## src/rtl/chtm_ram.sv

```systemverilog
// Generic single-port-write, single-port-read RAM with registered read.
// No dependencies.
module chtm_ram #(
   parameter int unsigned WIDTH = 8,
   parameter int unsigned DEPTH = 16
) (
   input  logic                     clock,
   input  logic                     wr_en,
   input  logic [$clog2(DEPTH)-1:0] wr_addr,
   input  logic [WIDTH-1:0]         wr_data,
   input  logic [$clog2(DEPTH)-1:0] rd_addr,
   output logic [WIDTH-1:0]         rd_data
);
   logic [WIDTH-1:0] mem_ff [DEPTH];

   always_ff @(posedge clock) begin
      if (wr_en) begin
         mem_ff[wr_addr] <= wr_data;
      end
      rd_data <= mem_ff[rd_addr];
   end
endmodule

```

## config.mk

```make
export PLATFORM = sky130hd
export DESIGN_NAME = chtm_ram
export DESIGN_NICKNAME = d
export VERILOG_FILES = /design/src/rtl/chtm_ram.sv
export SDC_FILE = /design/constraint.sdc
export NUM_CORES = 1
export LEC_CHECK = 0
export ABC_AREA = 1
export ABC_CLOCK_PERIOD_IN_PS = 1140
export BUFFER_PORTS_ARGS = -buffer_cell sky130_fd_sc_hd__buf_2
export CAP_MARGIN = 20
export CORE_ASPECT_RATIO = 1.5
export CORE_MARGIN = 1.5
export CORE_UTILIZATION = 51
export DETAILED_ROUTE_END_ITERATION = 8
export GPL_ROUTABILITY_DRIVEN = 0
export PLACE_DENSITY = 0.7
export SLEW_MARGIN = 5
export SYNTH_ARGS = -nofsm -noshare
export SYNTH_HDL_FRONTEND = slang
export SYNTH_SLANG_ARGS = --single-unit
```

## constraint.sdc

```tcl
create_clock -name clock -period 1.14 [get_ports clock]
set_clock_uncertainty 0.1 [all_clocks]
set_input_delay 0.114 -clock clock [delete_from_list [all_inputs] [get_ports clock]]
set_output_delay 0.114 -clock clock [all_outputs]
set_load 0.02 [all_outputs]
```

==> run metrics <==
Hold WC Path Type primary input to flip-flop; complex-gate fraction of the synthesized area 0%; Mapped Avg Cell Area 10.5 µm²; synth warn 0; Sink Count 136; DR vias 3959; Worst Hold Depth 1; max incr delay on CP 350 ps; # hold bufs at CTS 0; Clk Latency, worst-skew pair 420 ps; core area 11100 µm²; Final #Nets 617; top cells by count, synth 173 x nand2_1, 128 x edfxtp_1, 100 x inv_1, 97 x nand3_1, 17 x nor2_1; number of enable flip-flop cells after synthesis 128; crit-path cells buf_4; CP Data Required Time 930 ps; antenna violations before repair 0; WL final 13.0 mm; total power 11.8 mW; most frequent cell after synthesis nand2_1; I/O Pins 26; critical path startpoint category flip-flop; min Tclk post-route 1120 ps; maximum clock frequency 894 MHz; Hold Slack 11.1 ps; mux cell area share after synthesis 0%; reg2reg path depth 6; post-route ant nets 0; die height 133 µm; Synth Area in Adders 0%; Clock transition at path regs 60 ps; endpoints failing hold 0; layout cells sized above 1 17.5%; main combinational cell family by area after synthesis simple AND/OR/NAND/NOR gates; # diodes 0; worst path arrival time 900 ps; register area share after synthesis 69.4%; Pre-antenna DRT Iters 5; first-pass GRT wire length 20.2 mm; Max Cap Viol 0; Initial Util 52.2%; slew margin rel. 72.0%; asr flop ratio synth 0%; unrepaired setup endpoints after global routing true; Synth cell types 12; Synth Instances 551; CP Capture Type primary output; IO buf count 25; Post-Synth XOR/XNOR Area 0%; grt ovf 0; Slew Viols, Final 0; H-Tree Level Count 4; row count 47; Crit path max-delay family flip-flops; Crit path depth 1; Avg WL per Cell 17.1 µm; top cells by area, synth edfxtp_1 67%, nand2_1 11%, nand3_1 8.4%; top-area cell type share of the netlist area 66.7%; maximum number of pins on one net before global-route repair 53; vias in the first global route 3874; Syn-to-layout area delta 19.7%; drc violations 0; critical path class flip-flop to primary output; total track usage 23.0%; clock root buffer clkbuf_16; outcome complete, no violations; die area 12000 µm²; Iteration-0 DRC Markers 310; crit share post-route 98.1%; clock buffer depth 2; Design Area, Final 6900 µm²; post-synth top area cell edfxtp_1; LEAKAGE 3.01 nW; CP max FO 1; cts bufs inserted 17; ys flop type edfxtp_1; placed cell area 6190 µm²; Yosys reg bits 136; CTS tree yes; # setup viols final 0; CP bufs+invs 1; worst slew pin tran 419 ps; DIE WIDTH 89.8 µm; worst IR drop on VDD 0.00115 V; syn nets 569; power per cell area 1710 nW/µm²; simple-gate share of the synthesized area 21.0%; Worst path slowest cell dfxtp_2; cell area after synthesis 5770 µm²; post-DP HPWL 8.21 mm; vias per cell 5.22
-- logic make-up after synthesis --
group                  Yosys count
and+or+nand+nor                289
DFF                            136
buffers and inverters          126
-- cell usage in the layout (no fill, tap or decap), drive strengths merged, types with 7 or more instances in the layout --
| master | synthesis | final |
|---|---|---|
| nand2 | 173 | 173 |
| edfxtp | 128 | 128 |
| inv | 102 | 103 |
| nand3 | 97 | 97 |
| buf | 24 | 53 |
| clkbuf | 0 | 18 |
| nor2 | 17 | 17 |
| dfxtp | 8 | 8 |
| clkinv | 0 | 7 |
-- state kept, by name (all words and copies together) (netlist names) --
register / cells
mem_ff: 128
rd_data: 8
-- where the power goes --
part	total (mW)	leakage, nW	internal (mW)	switching, mW
registers	5.63	1.22	5.59	0.0392
logic	0.807	1.51	0.264	0.543
clock network	5.39	0.279	3.40	1.98
-- path summary, 6_finish.rpt --
path                 from            to  slack [ps]
max reg2reg  mem_ff[5][7]    rd_data[7]          30
min            wr_data[5]  mem_ff[8][5]          10
max            rd_data[2]    rd_data[2]          20
min reg2reg  mem_ff[3][4]    rd_data[4]         590
-- timing repair --
item                                    in CTS  in global routing
gates resized for setup                      9                 21
pin swaps                                    1                  6
endpoints found under the setup margin       5                  8
setup buffers                                0                  0
-- per-stage QoR --
step	setup slack [ps]	TNS [ps]	instances	utilization, %
3_3_place_gp	-177	-2720	727	56.0
6_report	21.6	0	759	62.4
2_1_floorplan	-24.8	-1590	551	-
3_5_place_dp	-213	-3790	727	56.0
5_1_grt	0.756	0	759	62.4
4_1_cts	-8.47	-8.47	759	61.6
-- per-layer routing --
layer / track usage, % / up-vias / wire length, µm / part of all wire [%]
li1: - / 1879 / - / -
met1: 25.6 / 1866 / 4710 / 36
met4: 13.6 / 0 / 587 / 4.5
met5: 0 / - / 0 / 0
met3: 4.85 / 46 / 860 / 6.6
met2: 40.6 / 168 / 6840 / 53
-- cell type report --
cell class                      instances  area, µm²
Fill cell                             877       4150
Timing Repair Buffer                   53        424
Clock inverter                         14        156
Tap cell                              147        184
Sequential cell                       136       4010
Multi-Input combinational cell        289       1320
Clock buffer                           18        429
Inverter                              102        383
(Power assumes the default switching activity.)
